### config.mk
export PLATFORM = sky130hd
export DESIGN_NAME = cosine_similarity
export DESIGN_NICKNAME = d
export VERILOG_FILES = /design/src/hw/rtl/cossim_pkg.sv /design/src/hw/rtl/cosine_similarity.sv /design/src/hw/rtl/cossim_front.sv /design/src/hw/rtl/cossim_queue.sv /design/src/hw/rtl/cossim_back.sv
export SDC_FILE = /design/constraint.sdc
export NUM_CORES = 2
export LEC_CHECK = 0
export BUFFER_PORTS_ARGS = -buffer_cell sky130_fd_sc_hd__buf_2
export CAP_MARGIN = 30
export CORE_AREA = 2 2 458 460
export DETAILED_ROUTE_END_ITERATION = 7
export DIE_AREA = 0 0 460 462
export PLACE_DENSITY_LB_ADDON = 0.05
export SYNTH_ARGS = -nofsm -noshare
export SYNTH_HDL_FRONTEND = slang
export SYNTH_HIERARCHICAL = 1
export SYNTH_SLANG_ARGS = --single-unit
### constraint.sdc
create_clock -name clk -period 25.8 [get_ports clk]
set_input_delay 5.16 -clock clk [delete_from_list [all_inputs] [get_ports clk]]
set_output_delay 5.16 -clock clk [all_outputs]
set_load 0.005 [all_outputs]
### src/hw/rtl/cossim_pkg.sv
package cossim_pkg;

    // Vector length at which the running sums reach their clamp
    localparam int unsigned MAX_DIMENSION = 4096;

    localparam int ELEM_W = 16;
    localparam int DOT_W  = 44;
    localparam int NORM_W = 43;
    localparam int PROD_W = 2 * NORM_W;            // norm_a * norm_b, |dot|^2
    localparam int QUO_W  = 34;                    // quotient bits, top one flags overflow
    localparam int REM_W  = PROD_W + 32;           // (|dot| << 16)^2
    localparam int DVS_W  = PROD_W + QUO_W - 1;    // divisor aligned to top quotient bit
    localparam int ROOT_W = 16;
    localparam int ROOT_BIT_W = 4;
    localparam int CNT_W  = 6;

    localparam int MUL_STEPS  = NORM_W;
    localparam int DIV_STEPS  = QUO_W;
    localparam int ROOT_STEPS = ROOT_W;

    // Clamp on every running sum: MAX_DIMENSION full-scale squares, capped by the width
    localparam logic [63:0] DIM_LIMIT = 64'(MAX_DIMENSION) << 30;
    localparam logic [63:0] WIDTH_CAP = (64'd1 << NORM_W) - 64'd1;
    localparam logic [63:0] ACC_LIMIT = (DIM_LIMIT < WIDTH_CAP) ? DIM_LIMIT : WIDTH_CAP;
    localparam logic [NORM_W-1:0] NORM_LIMIT = ACC_LIMIT[NORM_W-1:0];

    localparam logic [ROOT_W-1:0] ROOT_MAX = 16'd32768;
    localparam logic [ROOT_W-1:0] SIM_MAX  = 16'd32767;

    localparam int QUEUE_DEPTH = 2;
    localparam int QPTR_W = 1;
    localparam int QCNT_W = 2;

    typedef struct packed {
        logic [DOT_W-1:0]  dot;
        logic [NORM_W-1:0] norm_a;
        logic [NORM_W-1:0] norm_b;
    } acc_t;

    typedef struct packed {
        logic valid;
        acc_t sums;
    } push_t;

    typedef enum logic [4:0] {
        ST_IDLE = 5'b00001,
        ST_MUL  = 5'b00010,
        ST_DIV  = 5'b00100,
        ST_ROOT = 5'b01000,
        ST_OUT  = 5'b10000
    } back_state_t;

endpackage

### src/hw/rtl/cosine_similarity.sv
// A request with last set passes the product stage and its sums enter the queue; the back end
// then multiplies, divides, takes the root and outputs; a zero magnitude skips to the output.
// Accepts one element pair per cycle unless a last pair waits on a full queue. The back end
// runs 43 shift-add multiply steps, 34 divide steps, 16 root steps, load and output.
// A two-entry queue holds finished sums so the next vector streams in meanwhile.
// Reset (rst_n low, asynchronous): sums, queue and sequencer clear, no result pending.
module cosine_similarity
    import cossim_pkg::*;
(
    input  logic                     clk,
    input  logic                     rst_n,
    input  logic signed [ELEM_W-1:0] elem_a,
    input  logic signed [ELEM_W-1:0] elem_b,
    input  logic                     last,
    input  logic                     elem_valid,
    output logic                     elem_ready,
    output logic signed [ELEM_W-1:0] similarity,
    output logic                     zero_magnitude,
    output logic                     result_valid,
    input  logic                     result_ready
);

    push_t push;
    logic  queue_full;
    logic  head_valid;
    acc_t  head;
    logic  pop;

    cossim_front u_front (
        .clk        (clk),
        .rst_n      (rst_n),
        .elem_a     (elem_a),
        .elem_b     (elem_b),
        .last       (last),
        .elem_valid (elem_valid),
        .elem_ready (elem_ready),
        .queue_full (queue_full),
        .push       (push)
    );

    cossim_queue u_queue (
        .clk        (clk),
        .rst_n      (rst_n),
        .push       (push),
        .full       (queue_full),
        .pop        (pop),
        .head_valid (head_valid),
        .head       (head)
    );

    cossim_back u_back (
        .clk            (clk),
        .rst_n          (rst_n),
        .head_valid     (head_valid),
        .head           (head),
        .pop            (pop),
        .similarity     (similarity),
        .zero_magnitude (zero_magnitude),
        .result_valid   (result_valid),
        .result_ready   (result_ready)
    );

endmodule

### src/hw/rtl/cossim_front.sv
module cossim_front
    import cossim_pkg::*;
(
    input  logic                     clk,
    input  logic                     rst_n,
    input  logic signed [ELEM_W-1:0] elem_a,
    input  logic signed [ELEM_W-1:0] elem_b,
    input  logic                     last,
    input  logic                     elem_valid,
    output logic                     elem_ready,
    input  logic                     queue_full,
    output push_t                    push
);

    logic                     s1_valid_reg;
    logic                     s1_last_reg;
    logic signed [31:0]       pab_reg;
    logic [30:0]              paa_reg;
    logic [30:0]              pbb_reg;

    logic signed [31:0]       prod_ab;
    logic signed [31:0]       prod_aa;
    logic signed [31:0]       prod_bb;

    logic signed [DOT_W-1:0]  dot_reg;
    logic [NORM_W-1:0]        na_reg;
    logic [NORM_W-1:0]        nb_reg;

    logic signed [DOT_W:0]    dot_wide;
    logic signed [DOT_W:0]    dot_lim;
    logic [NORM_W:0]          na_wide;
    logic [NORM_W:0]          nb_wide;
    logic signed [DOT_W-1:0]  dot_next;
    logic [NORM_W-1:0]        na_next;
    logic [NORM_W-1:0]        nb_next;
    logic                     advance;

    // Product stage
    assign prod_ab = elem_a * elem_b;
    assign prod_aa = elem_a * elem_a;
    assign prod_bb = elem_b * elem_b;

    // Stage holds a last request while the queue is full
    assign advance    = s1_valid_reg && !(s1_last_reg && queue_full);
    assign elem_ready = !s1_valid_reg || advance;

    always_ff @(posedge clk or negedge rst_n)
    begin
        if (!rst_n)
        begin
            s1_valid_reg <= 1'b0;
            s1_last_reg  <= 1'b0;
        end
        else if (elem_ready)
        begin
            s1_valid_reg <= elem_valid;
            s1_last_reg  <= last;
        end
    end

    always_ff @(posedge clk)
    begin
        if (elem_valid && elem_ready)
        begin
            pab_reg <= prod_ab;
            paa_reg <= prod_aa[30:0];
            pbb_reg <= prod_bb[30:0];
        end
    end

    // Saturating accumulation
    assign dot_lim  = $signed({2'b00, NORM_LIMIT});
    assign dot_wide = (DOT_W+1)'(dot_reg) + (DOT_W+1)'(pab_reg);
    assign na_wide  = {1'b0, na_reg} + (NORM_W+1)'(paa_reg);
    assign nb_wide  = {1'b0, nb_reg} + (NORM_W+1)'(pbb_reg);

    always_comb
    begin
        if (dot_wide > dot_lim)
            dot_next = dot_lim[DOT_W-1:0];
        else if (dot_wide < -dot_lim)
            dot_next = DOT_W'(-dot_lim);
        else
            dot_next = dot_wide[DOT_W-1:0];
        na_next = (na_wide > {1'b0, NORM_LIMIT}) ? NORM_LIMIT : na_wide[NORM_W-1:0];
        nb_next = (nb_wide > {1'b0, NORM_LIMIT}) ? NORM_LIMIT : nb_wide[NORM_W-1:0];
    end

    // Sums clear after the last pair is handed on
    always_ff @(posedge clk or negedge rst_n)
    begin
        if (!rst_n)
        begin
            dot_reg <= '0;
            na_reg  <= '0;
            nb_reg  <= '0;
        end
        else if (advance)
        begin
            if (s1_last_reg)
            begin
                dot_reg <= '0;
                na_reg  <= '0;
                nb_reg  <= '0;
            end
            else
            begin
                dot_reg <= dot_next;
                na_reg  <= na_next;
                nb_reg  <= nb_next;
            end
        end
    end

    assign push.valid       = advance && s1_last_reg;
    assign push.sums.dot    = dot_next;
    assign push.sums.norm_a = na_next;
    assign push.sums.norm_b = nb_next;

    a_clear_after_push: assert property (@(posedge clk) disable iff (!rst_n)
        push.valid |=> (dot_reg == '0 && na_reg == '0 && nb_reg == '0))
        else $error("sums not cleared after vector end");

    a_hold_when_full: assert property (@(posedge clk) disable iff (!rst_n)
        (s1_valid_reg && s1_last_reg && queue_full) |-> !elem_ready)
        else $error("request taken while last pair is blocked");

    a_norm_clamped: assert property (@(posedge clk) disable iff (!rst_n)
        (na_reg <= NORM_LIMIT && nb_reg <= NORM_LIMIT))
        else $error("magnitude sum beyond clamp");

endmodule

### src/hw/rtl/cossim_queue.sv
module cossim_queue
    import cossim_pkg::*;
(
    input  logic  clk,
    input  logic  rst_n,
    input  push_t push,
    output logic  full,
    input  logic  pop,
    output logic  head_valid,
    output acc_t  head
);

    acc_t              entry_reg [QUEUE_DEPTH];
    logic [QPTR_W-1:0] wr_ptr_reg;
    logic [QPTR_W-1:0] rd_ptr_reg;
    logic [QCNT_W-1:0] count_reg;
    logic              do_pop;

    assign full       = (count_reg == QCNT_W'(QUEUE_DEPTH));
    assign head_valid = (count_reg != '0);
    assign head       = entry_reg[rd_ptr_reg];
    assign do_pop     = pop && head_valid;

    always_ff @(posedge clk or negedge rst_n)
    begin
        if (!rst_n)
        begin
            wr_ptr_reg <= '0;
            rd_ptr_reg <= '0;
            count_reg  <= '0;
        end
        else
        begin
            if (push.valid)
                wr_ptr_reg <= wr_ptr_reg + 1'b1;
            if (do_pop)
                rd_ptr_reg <= rd_ptr_reg + 1'b1;
            count_reg <= count_reg + QCNT_W'(push.valid) - QCNT_W'(do_pop);
        end
    end

    always_ff @(posedge clk)
    begin
        if (push.valid)
            entry_reg[wr_ptr_reg] <= push.sums;
    end

    a_no_overflow: assert property (@(posedge clk) disable iff (!rst_n)
        push.valid |-> !full)
        else $error("write into full queue");

    a_count_range: assert property (@(posedge clk) disable iff (!rst_n)
        count_reg <= QCNT_W'(QUEUE_DEPTH))
        else $error("queue count out of range");

    a_count_up: assert property (@(posedge clk) disable iff (!rst_n)
        (push.valid && !do_pop) |=> count_reg == $past(count_reg) + 1'b1)
        else $error("queue count missed a write");

endmodule

### src/hw/rtl/cossim_back.sv
module cossim_back
    import cossim_pkg::*;
(
    input  logic                     clk,
    input  logic                     rst_n,
    input  logic                     head_valid,
    input  acc_t                     head,
    output logic                     pop,
    output logic signed [ELEM_W-1:0] similarity,
    output logic                     zero_magnitude,
    output logic                     result_valid,
    input  logic                     result_ready
);

    back_state_t        state_reg;
    back_state_t        state_next;
    logic [CNT_W-1:0]   cnt_reg;
    logic [CNT_W-1:0]   cnt_next;
    logic               result_valid_reg;
    logic               result_valid_next;

    logic [NORM_W-1:0]  mcand_reg;
    logic [NORM_W-1:0]  mplier_reg;
    logic [NORM_W-1:0]  dabs_reg;
    logic [NORM_W-1:0]  dscan_reg;
    logic [PROD_W-1:0]  prod_reg;
    logic [PROD_W-1:0]  sq_reg;
    logic [REM_W-1:0]   rem_reg;
    logic [DVS_W-1:0]   dvs_reg;
    logic [QUO_W-1:0]   quo_reg;
    logic [ROOT_W-1:0]  m_reg;
    logic               neg_reg;
    logic               zero_reg;
    logic [ELEM_W-1:0]  similarity_reg;
    logic               zero_magnitude_reg;

    logic [DOT_W-1:0]   dot_mag;
    logic [PROD_W-1:0]  prod_next;
    logic [PROD_W-1:0]  sq_next;
    logic               div_ge;
    logic [QUO_W-2:0]   quo_sat;
    logic [ROOT_W-1:0]  bit_sel;
    logic [ROOT_W-1:0]  cand;
    logic [ROOT_W:0]    odd_k;
    logic [QUO_W-1:0]   odd_sq;
    logic               fit;
    logic [ELEM_W-1:0]  sim_value;
    logic               load_result;

    assign dot_mag = head.dot[DOT_W-1] ? (~head.dot + 1'b1) : head.dot;

    // Shift-add products, one multiplier bit per step
    assign prod_next = {prod_reg[PROD_W-2:0], 1'b0}
                     + (mplier_reg[NORM_W-1] ? PROD_W'(mcand_reg) : '0);
    assign sq_next   = {sq_reg[PROD_W-2:0], 1'b0}
                     + (dscan_reg[NORM_W-1] ? PROD_W'(dabs_reg) : '0);

    // Restoring division step
    assign div_ge  = ({1'b0, rem_reg} >= dvs_reg);
    assign quo_sat = quo_reg[QUO_W-1] ? '1 : quo_reg[QUO_W-2:0];

    // Root search: largest m, at most ROOT_MAX, with (2m-1)^2 not above the saturated quotient
    assign bit_sel = ROOT_W'(1) << cnt_reg[ROOT_BIT_W-1:0];
    assign cand    = m_reg | bit_sel;
    assign odd_k   = {cand, 1'b0} - (ROOT_W+1)'(1);
    assign odd_sq  = QUO_W'(odd_k) * QUO_W'(odd_k);
    assign fit     = (cand <= ROOT_MAX) && (odd_sq <= {1'b0, quo_sat});

    assign sim_value = zero_reg ? '0
                     : neg_reg ? (~m_reg + 1'b1)
                     : ((m_reg > SIM_MAX) ? SIM_MAX : m_reg);

    assign load_result = (state_reg == ST_OUT) && (!result_valid_reg || result_ready);

    // Sequencer
    always_comb
    begin
        state_next = state_reg;
        cnt_next   = cnt_reg;
        pop        = 1'b0;
        unique case (state_reg)
            ST_IDLE:
            begin
                if (head_valid)
                begin
                    pop = 1'b1;
                    if (head.norm_a == '0 || head.norm_b == '0)
                        state_next = ST_OUT;
                    else
                    begin
                        state_next = ST_MUL;
                        cnt_next   = CNT_W'(MUL_STEPS - 1);
                    end
                end
            end
            ST_MUL:
            begin
                if (cnt_reg == '0)
                begin
                    state_next = ST_DIV;
                    cnt_next   = CNT_W'(DIV_STEPS - 1);
                end
                else
                    cnt_next = cnt_reg - 1'b1;
            end
            ST_DIV:
            begin
                if (cnt_reg == '0)
                begin
                    state_next = ST_ROOT;
                    cnt_next   = CNT_W'(ROOT_STEPS - 1);
                end
                else
                    cnt_next = cnt_reg - 1'b1;
            end
            ST_ROOT:
            begin
                if (cnt_reg == '0)
                    state_next = ST_OUT;
                else
                    cnt_next = cnt_reg - 1'b1;
            end
            ST_OUT:
            begin
                if (load_result)
                    state_next = ST_IDLE;
            end
            default:
            begin
                state_next = ST_IDLE;
            end
        endcase
    end

    // Result register valid
    always_comb
    begin
        result_valid_next = result_valid_reg;
        if (load_result)
            result_valid_next = 1'b1;
        else if (result_ready)
            result_valid_next = 1'b0;
    end

    always_ff @(posedge clk or negedge rst_n)
    begin
        if (!rst_n)
        begin
            state_reg        <= ST_IDLE;
            cnt_reg          <= '0;
            result_valid_reg <= 1'b0;
        end
        else
        begin
            state_reg        <= state_next;
            cnt_reg          <= cnt_next;
            result_valid_reg <= result_valid_next;
        end
    end

    // Datapath
    always_ff @(posedge clk)
    begin
        if (state_reg == ST_IDLE && head_valid)
        begin
            zero_reg   <= (head.norm_a == '0 || head.norm_b == '0);
            neg_reg    <= head.dot[DOT_W-1];
            mcand_reg  <= head.norm_a;
            mplier_reg <= head.norm_b;
            dabs_reg   <= dot_mag[NORM_W-1:0];
            dscan_reg  <= dot_mag[NORM_W-1:0];
            prod_reg   <= '0;
            sq_reg     <= '0;
        end
        if (state_reg == ST_MUL)
        begin
            prod_reg   <= prod_next;
            sq_reg     <= sq_next;
            mplier_reg <= {mplier_reg[NORM_W-2:0], 1'b0};
            dscan_reg  <= {dscan_reg[NORM_W-2:0], 1'b0};
            if (cnt_reg == '0)
            begin
                rem_reg <= {sq_next, 32'b0};
                dvs_reg <= {prod_next, (QUO_W-1)'(0)};
                quo_reg <= '0;
            end
        end
        if (state_reg == ST_DIV)
        begin
            if (div_ge)
                rem_reg <= rem_reg - dvs_reg[REM_W-1:0];
            dvs_reg <= {1'b0, dvs_reg[DVS_W-1:1]};
            quo_reg <= {quo_reg[QUO_W-2:0], div_ge};
            if (cnt_reg == '0)
                m_reg <= '0;
        end
        if (state_reg == ST_ROOT && fit)
            m_reg <= cand;
        if (load_result)
        begin
            similarity_reg     <= sim_value;
            zero_magnitude_reg <= zero_reg;
        end
    end

    assign similarity     = $signed(similarity_reg);
    assign zero_magnitude = zero_magnitude_reg;
    assign result_valid   = result_valid_reg;

    a_zero_result: assert property (@(posedge clk) disable iff (!rst_n)
        (result_valid && zero_magnitude) |-> similarity == '0)
        else $error("zero-magnitude result carries nonzero similarity");

    a_mul_to_div: assert property (@(posedge clk) disable iff (!rst_n)
        (state_reg == ST_MUL && cnt_reg == '0) |=> state_reg == ST_DIV)
        else $error("multiply phase did not end on count");

    a_hold_result: assert property (@(posedge clk) disable iff (!rst_n)
        (state_reg == ST_OUT && result_valid_reg && !result_ready) |=> state_reg == ST_OUT)
        else $error("result overwritten while waiting");

endmodule
# Yosys cells after proc, flatten, opt, wreduce, memory -nomap -nowiden
# Memory sizes are Yosys's and may differ from the RTL's.
# Cells that the tools add are included.
[classes] reduce_logical=31 muxes=52 n_mul=4 n_lt_le_gt_ge=8 n_addsub=14 eq_ne=13 shifts=1 n_bitwise=3
[ops] cell="$mux W118" count=7
[ops] cell="$mux W43" count=11
[ops] cell="$mux W85" count=3
[ops] cell="$add A86 B43 Y86" count=2
[ops] cell="$mux W44" count=3
[ops] cell="$ge A118 B119 Y1" count=1
[ops] cell="$sub A118 B118 Y118" count=1
[ops] cell="$mux W34" count=3
[ops] cell="$add A43 B31 Y44" count=2
[ops] cell="$gt A44 B43 Y1 const B" count=2
[ops] cell="$logic_not A43 Y1" count=2
[ops] cell="$mux W16" count=5
[ops] cell="$mul A16 B16 Y31" count=2
[ops] cell="$add A44 B32 Y45" count=1
[ops] cell="$gt A45 B44 Y1 const B" count=1
[ops] cell="$lt A45 B43 Y1 const B" count=1
[ops] cell="$add A43 B1 Y43 const B" count=1
[ops] cell="$not A43 Y43" count=1
[ops] cell="$le A34 B33 Y1" count=1
[ops] cell="$mul A17 B17 Y34" count=1
[ops] cell="$mux W33" count=1
[ops] cell="$mul A16 B16 Y32" count=1
[ops] cell="$mux W5" count=6
[ops] cell="$mux W6" count=5
[ops] cell="other kinds (31)" count=62
[totals] mem_bits_rw=260 input_bits=37 n_memories=1 ff_bits=890
[mem_list] name="u_queue.entry_reg" words=2 word_bits=130 rd=1 rd_clocked_by_memory_dff=0 wr=1 line_no="cossim_queue.sv:13" source="acc_t entry_reg [QUEUE_DEPTH];"

# Longest topological paths before layout
[depth] ltp_word=9 depth_mapped=48 ltp_nobuf=45

# Modules after synthesis
# The synthesis kept the hierarchy.
[modules_own_cells] mod="cossim_back" seq_area_each_um2=18549.0 instances=1 cells_per_inst=5322 area_each_um2=49183.4
[modules_own_cells] mod="cossim_front" seq_area_each_um2=6065.8 instances=1 cells_per_inst=5083 area_each_um2=44064.8
[modules_own_cells] mod="cossim_queue" seq_area_each_um2=7907.6 instances=1 cells_per_inst=422 area_each_um2=9957.0

# Worst setup path before layout
# No wires, ideal clock.
[synth_path] path_kind="input-to-reg" from="input port elem_a[15]" to="register u_front.paa_reg[30] (data pin)" path_slack_ps=14075 t_arrival_ps=11465 n_path_buf=2 cell_stages=25 path_cell_list="inv_1 -> clkbuf_1 -> clkbuf_1 -> nor2_1 -> fa_1 -> inv_1 -> fa_1 -> inv_1 -> fa_1 -> fa_1 -> fa_1 -> inv_1 -> fa_1 -> inv_1 -> ha_1 -> and3_1 -> nand3_1 -> nor4_1 -> or2_2 -> o41ai_1 -> o2111ai_1 -> a21oi_1 -> o21bai_1 -> a21oi_1 -> xnor2_1"
[synth_via] elab_chain_len=1
[synth_lines] element="start: declaration" line_no="cosine_similarity.sv:12" source="input logic signed [ELEM_W-1:0] elem_a,"
[synth_lines] element="$mul A16 B16 Y31" line_no="cossim_front.sv:40" source="assign prod_aa = elem_a * elem_a;"
[synth_lines] element="named net u_front.prod_aa[30]" line_no="cossim_front.sv:22" source="logic signed [31:0] prod_aa;"
[synth_lines] element="end signal: assignment" line_no="cossim_front.sv:66" source="paa_reg <= prod_aa[30:0];"
[synth_lines] element="end: declaration" line_no="cossim_front.sv:18" source="logic [30:0] paa_reg;"
# The timed path passes the listed nets, and every way through them passes these cells.
# A chain may end at the register's enable or synchronous reset.

# Final worst setup path
[layout_path] from="register u_back.cnt_reg[0]" to="register u_back.m_reg[6], enable pin"
[layout_via] elab_chain_len=9
[layout_lines] element="start: declaration" line_no="cossim_back.sv:17" source="logic [CNT_W-1:0] cnt_reg;"
[layout_lines] element="start signal: assignment" line_no="cossim_back.sv:156" source="cnt_reg <= cnt_next;"
[layout_lines] element="$shl A1 B4 Y16" line_no="cossim_back.sv:63" source="assign bit_sel = ROOT_W'(1) << cnt_reg[ROOT_BIT_W-1:0];"
[layout_lines] element="$or A16 B16 Y16" line_no="cossim_back.sv:64" source="assign cand = m_reg | bit_sel;"
[layout_lines] element="$sub A17 B1 Y17" line_no="cossim_back.sv:65" source="assign odd_k = {cand, 1'b0} - (ROOT_W+1)'(1);"
[layout_lines] element="$mul A17 B17 Y34" line_no="cossim_back.sv:66" source="assign odd_sq = QUO_W'(odd_k) * QUO_W'(odd_k);"
[layout_lines] element="$le A34 B33 Y1" line_no="cossim_back.sv:67" source="assign fit = (cand <= ROOT_MAX) && (odd_sq <= {1'b0, quo_sat});"
[layout_lines] element="$logic_and A1 B1 Y1" line_no="cossim_back.sv:67"
[layout_lines] element="$logic_and A1 B1 Y1" line_no="cossim_back.sv:197" source="if (state_reg == ST_ROOT && fit)"
[layout_lines] element="$reduce_bool A2 Y1 (no source line)"
[layout_lines] element="$reduce_and A2 Y1 (no source line) *"
[layout_lines] element="end signal: assignment" line_no="cossim_back.sv:198" source="m_reg <= cand;"
[layout_lines] element="end: declaration" line_no="cossim_back.sv:31" source="logic [ROOT_W-1:0] m_reg;"
# Mark *: on every way between the ends. The rest lies on a longest branch, timed or not.

==> results.ini <==
[run_status]
status=finished, final reports clean

[final_layout]
fin_nets=12300
layout_commonest_cell=inv_1
stdcell_area_um2=110000
final_cell_mix=1,522 x inv_1, 1,000 x nand2_1, 917 x fa_1
largest_reg_flops=260
fillers=19000
post-route-util_pct=53.0
drive_above_1_share_pct=5.48
areaGrowthSynthToFinish_pct=6.90

[logic_synthesis]
synthCells=10800
yosysSeqAreaShare_pct=31.5
synth_warnings=6
synth_edf_count=879
yosys.area.top_type_share_pct=25.6
syn_area_um2=103000
ys_types=98
ys.flop_type=edfxtp_1
synth_area_leaders=edfxtp_1 26%, fa_1 18%, ha_1 8.6%
syn_nets=12500
async_flop_share_pct=12.9
synth.avg_cell_area_um2=9.53
synth.largest_area_cell=edfxtp_1
ys_seq_elements=1148

[placement]
dp_slack_ns=11.85
io_buffers=55
dp_hpwl_um=220000
place_area_um2=106000
gp_congestion=0.935

[clock_network]
postCtsHoldBufs=0
clk_pin_slew_worst_paths_ns=0.06
cts_resized=0
cts_root_buf=clkbuf_16
clockBufferDepth=3
clock-sinks=1148
clkLatencyLatePin_ns=0.80
cts_tree=built
numCtsBuffers=136
cts_max_level=4
post_cts_buffers=0

[worst_setup_path]
crit_fanout=17
critPathKind=reg -> reg
worst-endpoint-arrival_ns=14.33
worst_setup_path_start_kind=flip-flop
worstReg2RegStart=u_back/cnt_reg[0]
cpPeakStageDelay_ns=0.76
cp.required_ns=26.22
startpoint=u_back/cnt_reg[0]
cpMostUsedCell=nand2_1
end_kind=flip-flop
crit_slowest_cell=xnor2_1

[power]
seq_power_share_pct=22.0
p_switching_w=0.00766
power.density_nw_per_um2=147
p_total_w=0.0162
internal-power_w=0.00856
peakVddDrop_mv=0.314
p_leak_nw=48.6
comb_power_share_pct=66.1
p_sw_share_pct=47.2
clkPwrFrac_pct=11.9

[route]
wirelength_um=288000
vias_per_cell=5.71
routed-via-count=77000
wire_per_inst_um=21.3
drc_errors=0
final_antenna_net_count=0
drt_iter0_drc=5419
dr.pass1.iters=5

[timing]
tns_ns=0
max_freq_mhz=71.9
setup_viol=0
hold_violations=0
fin_crit_sh_pct=53.9
min_period_ns=13.91
rsz0062_at_grt=false
layout_setup_ws_ns=11.89
drv_slew=0
worst_slew_pin_slew_ns=1.03
finalClockSkew_ns=0.0466
slew_headroom_pct=31.1

[global_route]
grt_usage_pct=27.1
grt_pass1_vias=79700
grt_max_degree=143
grt.overflow.total=0
grt_pass1_wl_um=453000
antenna_found_initial=4

[floorplanning]
die_h_um=462
dieArea_um2=213000
start_util_pct=49.6
die_w_um=460
core-area_um2=208000
num_rows=168
io_pins=56

[worst_hold_path]
min_path_type=reg -> reg
worstHoldStart=u_back/rem_reg[19]

[flow_run]
maxCapViolations=0

[power by group through the flow]
stage / clock network (W) / registers, W / logic [W]
5_1_grt: 0.00206 / 0.00363 / 0.0120
4_1_cts: 0.00199 / 0.00357 / 0.0108
3_3_place_gp: 0 / 0.00359 / 0.0106
3_5_place_dp: 0 / 0.00360 / 0.0107
6_report: 0.00193 / 0.00357 / 0.0107
2_1_floorplan: 0 / 0.00356 / 0.00789
[worst max-delay path: cells and delay by family, from the launching register on]
family / cells / cell delay (ns)
adder cells (fa/ha/maj): 10 / 4.23
buffers and inverters: 6 / 1.52
flip-flops: 1 / 0.45
XOR/XNOR: 2 / 0.98
AO/OA/AOI/OAI: 9 / 2.77
AND/OR/NAND/NOR: 13 / 3.56
[per-layer routing]
layer	share of wire (%)	up-vias	global-route usage, %
met1	43	38500	35.1
li1	-	36200	-
met2	49	1814	47.1
met4	3.8	2	9.97
met5	0.0045	-	0
met3	3.8	453	2.70
[path summary, 6_finish.rpt]
path | endpoint | slack, ns | cells after the start
min in group asynchronous | u_front/dot_reg[26] | 4.36 | 1
setup / recovery | u_back/m_reg[6] | 11.89 | 40
hold reg to reg | u_back/rem_reg[19] | 0.46 | 2
max in group asynchronous | u_front/nb_reg[10] | 19.45 | 3
setup reg to reg | u_back/m_reg[6] | 11.89 | 40
hold / removal | u_back/rem_reg[19] | 0.46 | 2
[synth_stat cells, drive strengths merged, types with 60 or more instances]
cell       n
xor2     202
edfxtp   879
and3      78
o21a      60
xnor2    379
nand3    219
nor3     130
nor4      69
a22o     110
fa       917
ha       712
nand2   1005
nand2b    73
mux2     139
o21ai    563
inv     1525
and2     333
a21oi    542
nand4    126
a31oi     73
a21o     223
dfxtp    121
o21bai    73
dfrtp    147
clkbuf   416
nor2     899
nor2b     79
[layout make-up]
class | count | area [µm²] | share of cell area, %
Antenna cell | 2 | 5.00 | 0.00454
Clock buffer | 175 | 3620 | 3.28
Clock inverter | 76 | 846 | 0.767
Inverter | 1536 | 5770 | 5.23
Multi-Input combinational cell | 7684 | 63200 | 57.3
Sequential cell | 1148 | 32500 | 29.5
Tap cell | 2720 | 3400 | 3.08
Timing Repair Buffer | 138 | 967 | 0.877
[kinds of logic after synthesis]
family / Yosys count / synth area share [%]
compound gates: 2116 / 13.2
xor+xnor: 581 / 4.93
fa+ha+maj: 1629 / 26.4
buf+inv: 1995 / 7.38
flops: 1148 / 31.5
mux: 150 / 1.95
simple gates: 3208 / 14.6
[per-stage QoR]
stage | hold WS (ns) | std cells
6_report | 0.464 | 13500
5_1_grt | 0.496 | 13500
4_1_cts | 0.467 | 13500
3_5_place_dp | 0.457 | 13200
3_3_place_gp | 0.443 | 13200
2_1_floorplan | 0.424 | 10800
No activity file was read; power rests on OpenSTA's default activity.
